<file path="src/usblhm_pkg.sv">
`timescale 1ns / 1ps
// ----------------------------------------------------------------------------
// usblhm_pkg
// shared types and constants of the usb link health monitor
// ----------------------------------------------------------------------------
package usblhm_pkg;

   // event codes carried by an input item
   typedef enum logic [1:0] {
      ACT_POLL   = 2'd0,
      ACT_FEED   = 2'd1,
      ACT_RESULT = 2'd2,
      ACT_START  = 2'd3
   } action_type;

   // configuration register indexes
   typedef enum logic [1:0] {
      CSR_FEED_TIMEOUT    = 2'd0,
      CSR_RECONNECT_DELAY = 2'd1,
      CSR_STALL_LIMIT     = 2'd2,
      CSR_UNUSED          = 2'd3
   } csr_index_type;

   localparam int unsigned TIME_W  = 32;
   localparam int unsigned FRAME_W = 11;
   localparam int unsigned RUN_W   = 4;

   localparam logic [TIME_W-1:0] FEED_TIMEOUT_RST    = 32'd5000;
   localparam logic [TIME_W-1:0] RECONNECT_DELAY_RST = 32'd1000;
   localparam logic [RUN_W-1:0]  STALL_LIMIT_RST     = 4'd3;
   localparam logic [RUN_W-1:0]  RUN_MAX             = 4'd15;

endpackage

</file>
<file path="src/usblhm_if.sv">
`timescale 1ns / 1ps
// ----------------------------------------------------------------------------
// usblhm interfaces
// valid/ready channels for events, results and register writes
// ----------------------------------------------------------------------------
interface usblhm_req_if import usblhm_pkg::*; ();
   logic                valid;
   logic                ready;
   action_type          action;
   logic [TIME_W-1:0]   now_ms;
   logic                configured;
   logic [FRAME_W-1:0]  frame_number;
   logic                reset_failed;

   modport source (output valid, action, now_ms, configured, frame_number,
                   reset_failed, input ready);
   modport sink   (input valid, action, now_ms, configured, frame_number,
                   reset_failed, output ready);
endinterface

interface usblhm_rsp_if import usblhm_pkg::*; ();
   logic                valid;
   logic                ready;
   logic                stall_reset_request;
   logic                reconnect_reset_request;
   logic                feed_timeout;
   logic                stalled_now;
   logic [TIME_W-1:0]   error_total;
   logic [TIME_W-1:0]   uptime_ms;

   modport source (output valid, stall_reset_request, reconnect_reset_request,
                   feed_timeout, stalled_now, error_total, uptime_ms,
                   input ready);
   modport sink   (input valid, stall_reset_request, reconnect_reset_request,
                   feed_timeout, stalled_now, error_total, uptime_ms,
                   output ready);
endinterface

interface usblhm_csr_if import usblhm_pkg::*; ();
   logic                valid;
   logic                ready;
   csr_index_type       index;
   logic [TIME_W-1:0]   data;

   modport source (output valid, index, data, input ready);
   modport sink   (input valid, index, data, output ready);
endinterface

</file>
<file path="src/usb_link_health_monitor_top.sv">
`timescale 1ns / 1ps
// ----------------------------------------------------------------------------
// usb_link_health_monitor_top
// watches frame progress, disconnects and feeds, requests controller resets
// ----------------------------------------------------------------------------
//  channel    dir   carries
//  req_chan   in    one event item: action, time, configured flag, frame, outcome
//  rsp_chan   out   one result item per event: requests, flags, error count, uptime
//  csr_chan   in    register write: index and data, always ready
//
//  one item per cycle sustained while rsp_ready stays high; an item goes through the
//  input register, then the single pass of update logic into the result register
//  all monitor state is read and rewritten in that one pass, so back to back
//  items see each other's effects without bubbles
//  synchronous active-high reset clears the state and loads register defaults
//  rsp_ready low holds the result; the input register still takes one item
// ----------------------------------------------------------------------------
module usb_link_health_monitor_top import usblhm_pkg::*; #(
   parameter int unsigned HISTORY_DEPTH = 3
) (
   input  logic          clock,
   input  logic          reset,
   usblhm_req_if.sink    req_chan,
   usblhm_rsp_if.source  rsp_chan,
   usblhm_csr_if.sink    csr_chan
);

   localparam int unsigned SLOT_W = (HISTORY_DEPTH > 1) ? $clog2(HISTORY_DEPTH) : 1;
   localparam logic [SLOT_W-1:0] SLOT_LAST = SLOT_W'(HISTORY_DEPTH - 1);

   // configuration registers
   logic [TIME_W-1:0]  feed_timeout_ff;
   logic [TIME_W-1:0]  reconnect_delay_ff;
   logic [RUN_W-1:0]   stall_limit_ff;

   // input register
   logic               s1_valid_ff;
   action_type         s1_action_ff;
   logic [TIME_W-1:0]  s1_now_ff;
   logic               s1_cfg_ff;
   logic [FRAME_W-1:0] s1_frame_ff;
   logic               s1_failed_ff;

   // result register
   logic               out_valid_ff;
   logic               out_stall_req_ff;
   logic               out_recon_req_ff;
   logic               out_timeout_ff;
   logic               out_stalled_ff;
   logic [TIME_W-1:0]  out_err_ff;
   logic [TIME_W-1:0]  out_uptime_ff;

   // monitor state
   logic [FRAME_W-1:0] hist_ff [HISTORY_DEPTH];
   logic [FRAME_W-1:0] hist_in [HISTORY_DEPTH];
   logic [SLOT_W-1:0]  slot_ff, slot_in;
   logic [RUN_W-1:0]   run_ff, run_in;
   logic               was_cfg_ff, was_cfg_in;
   logic [TIME_W-1:0]  disc_ff, disc_in;
   logic [TIME_W-1:0]  feed_ff, feed_in;
   logic [TIME_W-1:0]  err_ff, err_in;
   logic [TIME_W-1:0]  boot_ff, boot_in;

   // per-item results
   logic               stall_req_in;
   logic               recon_req_in;
   logic               timeout_in;
   logic               stalled_in;
   logic [TIME_W-1:0]  uptime_in;

   // working values of the pass
   logic [FRAME_W-1:0] hist_wr [HISTORY_DEPTH];
   logic               ring_uniform;
   logic [RUN_W-1:0]   run_inc;
   logic [TIME_W-1:0]  disc_mid;
   logic               advance;

   // handshakes
   assign advance        = s1_valid_ff && (!out_valid_ff || rsp_chan.ready);
   assign req_chan.ready = !s1_valid_ff || advance;
   assign csr_chan.ready = 1'b1;

   assign rsp_chan.valid                   = out_valid_ff;
   assign rsp_chan.stall_reset_request     = out_stall_req_ff;
   assign rsp_chan.reconnect_reset_request = out_recon_req_ff;
   assign rsp_chan.feed_timeout            = out_timeout_ff;
   assign rsp_chan.stalled_now             = out_stalled_ff;
   assign rsp_chan.error_total             = out_err_ff;
   assign rsp_chan.uptime_ms               = out_uptime_ff;

   // register writes, unknown index ignored
   always_ff @(posedge clock) begin
      if (reset) begin
         feed_timeout_ff    <= FEED_TIMEOUT_RST;
         reconnect_delay_ff <= RECONNECT_DELAY_RST;
         stall_limit_ff     <= STALL_LIMIT_RST;
      end else if (csr_chan.valid) begin
         case (csr_chan.index)
            CSR_FEED_TIMEOUT:    feed_timeout_ff    <= csr_chan.data;
            CSR_RECONNECT_DELAY: reconnect_delay_ff <= csr_chan.data;
            CSR_STALL_LIMIT:     stall_limit_ff     <= csr_chan.data[RUN_W-1:0];
            default: ;
         endcase
      end
   end

   // input register
   always_ff @(posedge clock) begin
      if (reset) begin
         s1_valid_ff <= 1'b0;
      end else if (req_chan.ready) begin
         s1_valid_ff <= req_chan.valid;
      end
   end

   always_ff @(posedge clock) begin
      if (req_chan.valid && req_chan.ready) begin
         s1_action_ff <= req_chan.action;
         s1_now_ff    <= req_chan.now_ms;
         s1_cfg_ff    <= req_chan.configured;
         s1_frame_ff  <= req_chan.frame_number;
         s1_failed_ff <= req_chan.reset_failed;
      end
   end

   // ring with this frame written at the current slot
   always_comb begin
      for (int i = 0; i < HISTORY_DEPTH; i++) begin
         hist_wr[i] = (slot_ff == SLOT_W'(i)) ? s1_frame_ff : hist_ff[i];
      end
      ring_uniform = 1'b1;
      for (int i = 1; i < HISTORY_DEPTH; i++) begin
         if (hist_wr[i] != hist_wr[0]) ring_uniform = 1'b0;
      end
   end

   assign run_inc  = (run_ff == RUN_MAX) ? run_ff : run_ff + 4'd1;
   // a drop of the configured flag stamps the disconnect time
   assign disc_mid = (!s1_cfg_ff && was_cfg_ff) ? s1_now_ff : disc_ff;

   // single pass of the monitor update
   always_comb begin
      hist_in      = hist_ff;
      slot_in      = slot_ff;
      run_in       = run_ff;
      was_cfg_in   = was_cfg_ff;
      disc_in      = disc_ff;
      feed_in      = feed_ff;
      err_in       = err_ff;
      boot_in      = boot_ff;
      stall_req_in = 1'b0;
      recon_req_in = 1'b0;
      timeout_in   = 1'b0;
      stalled_in   = 1'b0;

      case (s1_action_ff)
         ACT_POLL: begin
            if (!s1_cfg_ff) begin
               // not configured: ring dropped, stall run kept
               hist_in = '{default: '0};
               slot_in = '0;
            end else begin
               hist_in = hist_wr;
               slot_in = (slot_ff == SLOT_LAST) ? '0 : slot_ff + SLOT_W'(1);
               if (ring_uniform && (hist_wr[0] != '0)) begin
                  stalled_in = 1'b1;
                  run_in     = run_inc;
                  if (run_inc >= stall_limit_ff) begin
                     stall_req_in = 1'b1;
                     hist_in      = '{default: '0};
                     slot_in      = '0;
                     run_in       = '0;
                  end
               end else begin
                  run_in = '0;
               end
            end

            // reconnect once the delay since the disconnect has run out
            disc_in = disc_mid;
            if (!s1_cfg_ff && (disc_mid != '0) &&
                ((s1_now_ff - disc_mid) > reconnect_delay_ff)) begin
               recon_req_in = 1'b1;
               hist_in      = '{default: '0};
               slot_in      = '0;
               run_in       = '0;
               disc_in      = '0;
            end
            was_cfg_in = s1_cfg_ff;

            // feed lapse: flag, count and restart the feed timer
            if ((feed_ff != '0) && ((s1_now_ff - feed_ff) > feed_timeout_ff)) begin
               timeout_in = 1'b1;
               err_in     = err_ff + 32'd1;
               feed_in    = s1_now_ff;
            end
         end
         ACT_FEED: begin
            feed_in = s1_now_ff;
         end
         ACT_RESULT: begin
            if (s1_failed_ff) err_in = err_ff + 32'd1;
         end
         ACT_START: begin
            // fresh start: keep connection tracking and registers
            hist_in = '{default: '0};
            slot_in = '0;
            run_in  = '0;
            feed_in = '0;
            err_in  = '0;
            boot_in = s1_now_ff;
         end
         default: ;
      endcase

      uptime_in = s1_now_ff - boot_in;
   end

   // state commits only when the item moves into the result register
   always_ff @(posedge clock) begin
      if (reset) begin
         hist_ff    <= '{default: '0};
         slot_ff    <= '0;
         run_ff     <= '0;
         was_cfg_ff <= 1'b0;
         disc_ff    <= '0;
         feed_ff    <= '0;
         err_ff     <= '0;
         boot_ff    <= '0;
      end else if (advance) begin
         hist_ff    <= hist_in;
         slot_ff    <= slot_in;
         run_ff     <= run_in;
         was_cfg_ff <= was_cfg_in;
         disc_ff    <= disc_in;
         feed_ff    <= feed_in;
         err_ff     <= err_in;
         boot_ff    <= boot_in;
      end
   end

   // result register
   always_ff @(posedge clock) begin
      if (reset) begin
         out_valid_ff <= 1'b0;
      end else if (advance) begin
         out_valid_ff <= 1'b1;
      end else if (rsp_chan.ready) begin
         out_valid_ff <= 1'b0;
      end
   end

   always_ff @(posedge clock) begin
      if (advance) begin
         out_stall_req_ff <= stall_req_in;
         out_recon_req_ff <= recon_req_in;
         out_timeout_ff   <= timeout_in;
         out_stalled_ff   <= stalled_in;
         out_err_ff       <= err_in;
         out_uptime_ff    <= uptime_in;
      end
   end

   // checks

   // a stall request only ever comes from a stalled tick
   assert property (@(posedge clock) disable iff (reset)
      out_valid_ff && out_stall_req_ff |-> out_stalled_ff)
      else $error("stall request without stalled tick");

   // stall needs configured, reconnect needs not configured
   assert property (@(posedge clock) disable iff (reset)
      out_valid_ff |-> !(out_stall_req_ff && out_recon_req_ff))
      else $error("stall and reconnect requests together");

   // ring pointer stays inside the ring
   assert property (@(posedge clock) disable iff (reset)
      slot_ff <= SLOT_LAST)
      else $error("history slot out of range");

   // a new result is only loaded from a held input item
   assert property (@(posedge clock) disable iff (reset)
      out_valid_ff && !$past(out_valid_ff) |-> $past(s1_valid_ff))
      else $error("result appeared without an input item");

endmodule

</file>
<file path="src/flat_wrapper.sv">
// flat-port wrapper written by rule: the top's interface ports become plain ports
module usb_link_health_monitor_top_flat import usblhm_pkg::*;
#(
   parameter int unsigned HISTORY_DEPTH = 3
)
  (clock, reset, req_chan_valid, req_chan_action, req_chan_now_ms, req_chan_configured, req_chan_frame_number, req_chan_reset_failed, req_chan_ready, rsp_chan_valid, rsp_chan_stall_reset_request, rsp_chan_reconnect_reset_request, rsp_chan_feed_timeout, rsp_chan_stalled_now, rsp_chan_error_total, rsp_chan_uptime_ms, rsp_chan_ready, csr_chan_valid, csr_chan_index, csr_chan_data, csr_chan_ready);
  usblhm_req_if req_chan_i ();
  usblhm_rsp_if rsp_chan_i ();
  usblhm_csr_if csr_chan_i ();
  input  logic clock;
  input  logic reset;
  input wire logic [$bits(req_chan_i.valid)-1:0] req_chan_valid;
  input wire logic [$bits(req_chan_i.action)-1:0] req_chan_action;
  input wire logic [$bits(req_chan_i.now_ms)-1:0] req_chan_now_ms;
  input wire logic [$bits(req_chan_i.configured)-1:0] req_chan_configured;
  input wire logic [$bits(req_chan_i.frame_number)-1:0] req_chan_frame_number;
  input wire logic [$bits(req_chan_i.reset_failed)-1:0] req_chan_reset_failed;
  output wire logic [$bits(req_chan_i.ready)-1:0] req_chan_ready;
  output wire logic [$bits(rsp_chan_i.valid)-1:0] rsp_chan_valid;
  output wire logic [$bits(rsp_chan_i.stall_reset_request)-1:0] rsp_chan_stall_reset_request;
  output wire logic [$bits(rsp_chan_i.reconnect_reset_request)-1:0] rsp_chan_reconnect_reset_request;
  output wire logic [$bits(rsp_chan_i.feed_timeout)-1:0] rsp_chan_feed_timeout;
  output wire logic [$bits(rsp_chan_i.stalled_now)-1:0] rsp_chan_stalled_now;
  output wire logic [$bits(rsp_chan_i.error_total)-1:0] rsp_chan_error_total;
  output wire logic [$bits(rsp_chan_i.uptime_ms)-1:0] rsp_chan_uptime_ms;
  input wire logic [$bits(rsp_chan_i.ready)-1:0] rsp_chan_ready;
  input wire logic [$bits(csr_chan_i.valid)-1:0] csr_chan_valid;
  input wire logic [$bits(csr_chan_i.index)-1:0] csr_chan_index;
  input wire logic [$bits(csr_chan_i.data)-1:0] csr_chan_data;
  output wire logic [$bits(csr_chan_i.ready)-1:0] csr_chan_ready;
  assign req_chan_i.valid = req_chan_valid;
  assign req_chan_i.action = req_chan_action;
  assign req_chan_i.now_ms = req_chan_now_ms;
  assign req_chan_i.configured = req_chan_configured;
  assign req_chan_i.frame_number = req_chan_frame_number;
  assign req_chan_i.reset_failed = req_chan_reset_failed;
  assign req_chan_ready = req_chan_i.ready;
  assign rsp_chan_valid = rsp_chan_i.valid;
  assign rsp_chan_stall_reset_request = rsp_chan_i.stall_reset_request;
  assign rsp_chan_reconnect_reset_request = rsp_chan_i.reconnect_reset_request;
  assign rsp_chan_feed_timeout = rsp_chan_i.feed_timeout;
  assign rsp_chan_stalled_now = rsp_chan_i.stalled_now;
  assign rsp_chan_error_total = rsp_chan_i.error_total;
  assign rsp_chan_uptime_ms = rsp_chan_i.uptime_ms;
  assign rsp_chan_i.ready = rsp_chan_ready;
  assign csr_chan_i.valid = csr_chan_valid;
  assign csr_chan_i.index = csr_chan_index;
  assign csr_chan_i.data = csr_chan_data;
  assign csr_chan_ready = csr_chan_i.ready;
  usb_link_health_monitor_top #(.HISTORY_DEPTH(HISTORY_DEPTH)) u_core (.clock(clock), .reset(reset), .req_chan(req_chan_i), .rsp_chan(rsp_chan_i), .csr_chan(csr_chan_i));
endmodule
</file>
<file path="config.mk">
export PLATFORM = sky130hd
export DESIGN_NAME = usb_link_health_monitor_top_flat
export DESIGN_NICKNAME = d
export VERILOG_FILES = /design/src/usblhm_pkg.sv /design/src/usblhm_if.sv /design/src/usb_link_health_monitor_top.sv /design/src/flat_wrapper.sv
export SDC_FILE = /design/constraint.sdc
export NUM_CORES = 1
export LEC_CHECK = 0
export ABC_AREA = 1
export BUFFER_PORTS_ARGS = -buffer_cell sky130_fd_sc_hd__buf_2
export CAP_MARGIN = 40
export CELL_PAD_IN_SITES_DETAIL_PLACEMENT = 0
export CELL_PAD_IN_SITES_GLOBAL_PLACEMENT = 2
export CORE_UTILIZATION = 32
export CTS_BUF_LIST = sky130_fd_sc_hd__clkbuf_16
export DETAILED_ROUTE_END_ITERATION = 8
export PLACE_DENSITY_LB_ADDON = 0.1
export SETUP_SLACK_MARGIN = 0.05
export SLEW_MARGIN = 10
export SYNTH_ARGS = -nofsm -noshare
export SYNTH_HDL_FRONTEND = slang
export SYNTH_SLANG_ARGS = --single-unit
</file>
<file path="constraint.sdc">
create_clock -name clock -period 3.9 [get_ports clock]
set_input_delay 0.195 -clock clock [delete_from_list [all_inputs] [get_ports clock]]
set_output_delay 0.195 -clock clock [all_outputs]
set_load 0.005 [all_outputs]
</file>
# ---- Word level (Yosys, flattened, before mapping)
# Index checks and enable logic that the tools add are counted.
dict set report totals {
  latchBits 0
  ram_bits 0
  memories 0
  reg_bits 353
  input_bits 86
  mem_bits_ro 0
}
dict set report classes {
  bitwise 0
  order_cmp 3
  addsub 6
  n_eq_ne 12
  div_mod_pow 0
  reduce_logical 30
  multipliers 0
  n_shift 0
  muxes 36
}
# cell n
set op_table {}
lappend op_table {{two-way mux 32 bit} 6}
lappend op_table {{one-hot mux 32 bit (3 select lines)} 2}
lappend op_table {{two-way mux 33 bit} 4}
lappend op_table {{subtractor 32 bit} 3}
lappend op_table {{one-hot mux 33 bit (2 select lines)} 1}
lappend op_table {{> comparator 32 bit} 2}
lappend op_table {{nonzero test 32 bit} 2}
lappend op_table {{two-way mux 11 bit} 3}
lappend op_table {{adder 32 x 1 -> 32 bit (second input constant)} 1}
lappend op_table {{inequality test 11 bit} 2}
lappend op_table {{two-way mux 4 bit} 5}
lappend op_table {{AND reduction 2 bit} 6}
lappend op_table {{nonzero test 11 bit} 1}
lappend op_table {{two-way mux 2 bit} 5}
lappend op_table {{AND reduction 3 bit} 3}
lappend op_table {{== test 2 bit (second input constant)} 4}
lappend op_table {{two-way mux 1 bit} 8}
lappend op_table {{one-hot mux 4 bit (2 select lines)} 1}
lappend op_table {{logical AND 1 bit} 7}
lappend op_table {{== test 2 x 1 -> 1 bit (second input constant)} 3}
lappend op_table {{logical NOT 2 bit} 3}
lappend op_table {{adder 4 x 1 -> 4 bit (second input constant)} 1}
lappend op_table {{== test 4 bit (second input constant)} 1}
lappend op_table {{>= comparator 4 bit} 1}
lappend op_table {{8 further kinds} 12}

# ---- Longest topological paths before layout
dict set report logic_depth {
  depth_word 10
  depth_mapped 37
  ltp_nobuf 35
}

# ---- Worst setup path after synthesis
# Ideal clock, no wire load.
dict set report synth_timing {
  path_type {register to register}
  start {reg u_core.s1_now_ff[0]}
  end {reg u_core.out_err_ff[10] (netlist: u_core.rsp_chan.error_total[10]) (data pin)}
  path_slack_ns -0.282
  period_less_slack_ns 4.182
  setup_ns 0.254
  stages_incl_launch_ff 28
  n_path_buf 1
  arrival_ns 3.929
  path_cell_list {edfxtp_1 inv_1 ha_1 inv_1 fa_1 nand3_1 nand2_1 a31oi_1 o21ai_0 a21boi_0 o21ai_0 nand2_1 nand2_1 nand2_1 nand2_1 ha_1 nand2_1 nor2_1 and2_1 nand3_1 nor2_1 nor2_1 nand2_1 nand2_1 nand3_1 buf_2 nand2_1 nand2_1}
}
dict set report synth_via {
  elab_chain_cells 5
}
# item line_no
set synth_lines {}
lappend synth_lines {{from (decl)} usb_link_health_monitor_top.sv:39} ;# logic [TIME_W-1:0] s1_now_ff;
lappend synth_lines {{from (signal assigned)} usb_link_health_monitor_top.sv:119} ;# s1_now_ff <= req_chan.now_ms;
lappend synth_lines {{subtractor 32 bit} usb_link_health_monitor_top.sv:192} ;# if ((feed_ff != '0) && ((s1_now_ff - feed_ff) > feed_timeout_ff)) begin
lappend synth_lines {{> comparator 32 bit} usb_link_health_monitor_top.sv:192}
lappend synth_lines {{logical AND 1 bit} usb_link_health_monitor_top.sv:192}
lappend synth_lines {{two-way mux 32 bit} usb_link_health_monitor_top.sv:192}
lappend synth_lines {{one-hot mux 32 bit (3 select lines)} usb_link_health_monitor_top.sv:156} ;# case (s1_action_ff)
lappend synth_lines {{via u_core.err_in[10]} usb_link_health_monitor_top.sv:61} ;# logic [TIME_W-1:0] err_ff, err_in;
lappend synth_lines {{to (signal assigned)} usb_link_health_monitor_top.sv:259} ;# out_err_ff <= err_in;
lappend synth_lines {{to (decl)} usb_link_health_monitor_top.sv:50} ;# logic [TIME_W-1:0] out_err_ff;
# The timed path passes the listed nets, and every way through them passes these cells.
# A chain may end at the register's enable or synchronous reset.

# ---- Final worst setup path
dict set report layout_timing {
  start {reg u_core.s1_cfg_ff}
  end {reg u_core.disc_ff[24]}
}
dict set report layout_via {
  elab_chain_cells 7
}
# item line_no
set layout_lines {}
lappend layout_lines {{from (decl)} usb_link_health_monitor_top.sv:40} ;# logic s1_cfg_ff;
lappend layout_lines {{from (signal assigned)} usb_link_health_monitor_top.sv:120} ;# s1_cfg_ff <= req_chan.configured;
lappend layout_lines {{logical NOT 1 bit (*)} {usb_link_health_monitor_top.sv:139, usb_link_health_monitor_top.sv:181}}
lappend layout_lines {{logical AND 1 bit} usb_link_health_monitor_top.sv:139} ;# assign disc_mid = (!s1_cfg_ff && was_cfg_ff) ? s1_now_ff : disc_ff;
lappend layout_lines {{two-way mux 32 bit} usb_link_health_monitor_top.sv:139}
lappend layout_lines {{subtractor 32 bit or nonzero test 32 bit (tied branches)} {usb_link_health_monitor_top.sv:182, usb_link_health_monitor_top.sv:181}}
lappend layout_lines {{> comparator 32 bit or logical AND 1 bit (tied branches)} {usb_link_health_monitor_top.sv:182, usb_link_health_monitor_top.sv:181}}
lappend layout_lines {{logical AND 1 bit} usb_link_health_monitor_top.sv:181} ;# if (!s1_cfg_ff && (disc_mid != '0) &&
lappend layout_lines {{two-way mux 32 bit (*)} usb_link_health_monitor_top.sv:181}
lappend layout_lines {{to (signal assigned)} usb_link_health_monitor_top.sv:235} ;# disc_ff <= disc_in;
lappend layout_lines {{to (decl)} usb_link_health_monitor_top.sv:59} ;# logic [TIME_W-1:0] disc_ff, disc_in;
# Every way passes the cells marked *; elsewhere a longest branch is shown, timed or not.

==> results.yml <==
status:
  status: "finished with violations"
  violations: "negative setup slack"
worst_setup_path:
  cp_slowest_cell: "edfxtp_1"
  cpMostUsedCell: "nand2_1"
  cp-start-kind: "flop"
  end_kind: "flop"
  cp_max_fo: 10
  cp.required_ns: 4.33
  slowest_delay_ns: 0.51
  critical_path.top_delay_family: "simple AND/OR/NAND/NOR gates"
  critPathBufInv: 8
  cp.arrival_ns: 4.81
  reg2reg_slack_ns: -0.48
  crit_type: "reg -> reg"
floorplanning:
  rows: 98
  die-area_sq_mm: 0.0744
  num_io_pins: 157
  design.core.area_sq_mm: 0.0720
  die_w_um: 273
  initial_core_util_pct: 32.6
  die_h_um: 273
sta:
  finalCritPeriodShare_pct: 112
  setup_viol: 133
  slew_violations: 0
  worst_pin_slew_ns: 0.953
  setup_ws_ns: -0.475
  slew_headroom_pct: 36.4
  finalCriticalPeriod_ns: 4.38
  finClkSkew_ns: 0.0200
  clock.fmax_mhz: 229
  rsz0062_at_grt: "true"
  final_hold_viol_count: 0
synthesis:
  syn_inst: 3388
  synth_area_sq_mm: 0.0235
  synth_mux_area_share_pct: 0
  synthSimpleGateAreaFrac_pct: 25.4
  synthesis.nets: 3639
  ys_seq_elements: 353
  ys_types: 54
  synth_area_per_cell_sq_um: 6.93
  synthXorXnorAreaFrac_pct: 3.77
  ys_seq_area_share_pct: 35.0
  synth_compound_area_share_pct: 17.3
  ys_warn_count: 0
  synth_top_cell_by_area: "dfxtp_1"
  synth_top_family_by_area: "simple AND/OR/NAND/NOR gates"
  synth_top_area_share_pct: 20.3
  yosys.area_share.adder_pct: 8.86
  yosys-top-cells-area: "dfxtp_1 (20%), edfxtp_1 (15%), nand2_1 (14%)"
placed_design:
  io_buffers: 155
  dp_hpwl_um: 68100
  finalWeightedCongestion: 0.881
  placedCellCount: 4805
  dpl_cell_area_sq_mm: 0.0283
clocking:
  cts_tree: "done"
  numClockSinks: 353
  cts_buffers: 44
  clk_pin_slew_ns: 0.06
  htree_levels: 2
  cts-root-buf: "clkbuf_16"
  clkLatencyLatePin_ns: 0.59
  clk_path_buf_depth: 3
global_routing:
  antenna_found_initial: 2
  grt_pass1_vias: 24300
  grt_max_degree: 81
  grt_usage_pct: 24.0
  grt_pass1_wl_um: 139000
  grt-ovfl-total: 0
job:
  cap_violations: 0
finish:
  largest_reg_flops: 33
  final_cell_mix: "nand2_1 (700), buf_4 (449), inv_1 (427)"
  final_cells: 5061
  top_register: "u_core.hist_ff"
  final_area_sq_mm: 0.0345
  area_delta_synth_final_pct: 46.8
  mostFrequentLayoutCell: "nand2_1"
  post-route-util_pct: 47.9
  nNetsFinal: 4327
  antenna-diode-count: 0
  drive_gt1_share_pct: 31.0
detailed_routing:
  vias_per_cell: 4.92
  first_iter_violations: 1503
  wl_per_cell_um: 18.0
  ant_nets: 0
  postRouteWirelength_um: 91300
  vias: 24900
  dr.pass1.iters: 7
  drc: 0
power:
  ir_drop_mv: 0.330
  power_density_mw_per_mm2: 367
  p_leak_nw: 15.3
hold_path:
  hold_path.class: "in -> reg"
==> metal layers <==
metal / share of wire [%] / up-vias / global-route usage, %
li1: - / 12500 / -
met1: 47 / 11800 / 33.0
met2: 47 / 500 / 40.0
met3: 4.3 / 104 / 2.76
met4: 2.1 / 0 / 5.62
met5: 0 / - / 0
==> cells in the mapped netlist (all sizes together) <==
library cell  instances
o21a                 16
and3                  4
ha                  163
nand4                47
a21o                 10
inv                 452
o31ai                 4
buf                  33
o221ai                4
fa                    2
clkinv                4
and2                  4
a211oi               32
nor4                  2
edfxtp              115
nand3b               11
nand2               853
a21boi                5
dfxtp               238
o2111ai               1
nor2                328
nor3b                 3
nand3               145
o21bai                7
a21oi               344
nor4b                 1
clkbuf               87
o211a                 1
xor2                 79
or2                   2
a221oi                4
nor3                 45
o21ai               291
o211ai               17
conb                  1
xnor2                22
a31oi                11
==> cells by family after synthesis <==
logic type               count (synthesis)
AO/OA/AOI/OAI                          747
flip-flops                             353
buffers and inverters                  576
AND/OR/NAND/NOR                       1445
other                                    1
XOR/XNOR                               101
adder cells (fa/ha/maj)                165
==> report_power, final <==
group	switching [mW]	internal, mW
registers	0.134	4.05
clock network	1.74	2.56
logic	2.32	1.84
==> layout make-up <==
type / instances / area, sq um
inverter: 456 / 1730
clock buffer: 45 / 1130
fill: 7170 / 37500
sequential: 353 / 8220
timing repair buffer: 762 / 6250
tap: 950 / 1190
clock inverter: 36 / 358
multi-input combinational: 2459 / 15600
==> worst paths after layout <==
path / from / end / cells after the start
max reg2reg: u_core.s1_cfg_ff / u_core.disc_ff[24] / 26
min: csr_chan_index[0] / u_core.feed_timeout_ff[3] / 4
min reg2reg: u_core.boot_ff[0] / u_core.boot_ff[0] / 2
max: u_core.s1_cfg_ff / u_core.disc_ff[24] / 26
==> repair_timing <==
item,in CTS,in global routing
hold buffers,82,0
pin swaps,151,144
gates resized for setup,472,282
cloned,17,0
hold endpoints to repair,116,0
buffers inserted,67,21
endpoints found under the setup margin,134,138
==> worst reg2reg max path, delay by kind of cell (launching register included) <==
kind | cells | cell delay, ns
simple gates | 12 | 1.52
flops | 1 | 0.51
buf+inv | 8 | 1.11
fa+ha+maj | 2 | 0.63
xor+xnor | 1 | 0.17
compound gates | 3 | 0.27
==> through the flow <==
stage               TNS [ns]  power (mW)  worst slack (ns)  hold WS, ns
floorplan                  0        6.04            0.0603        0.294
global placement      -92.52        7.48            -0.928        0.371
detailed placement    -98.94        7.51            -0.900        0.373
CTS                   -35.59        12.6            -0.534       0.0797
global route          -69.51        13.3            -0.712        0.111
finish                -36.31        12.6            -0.475        0.116
Note: power is estimated with default switching activity, not from simulation.
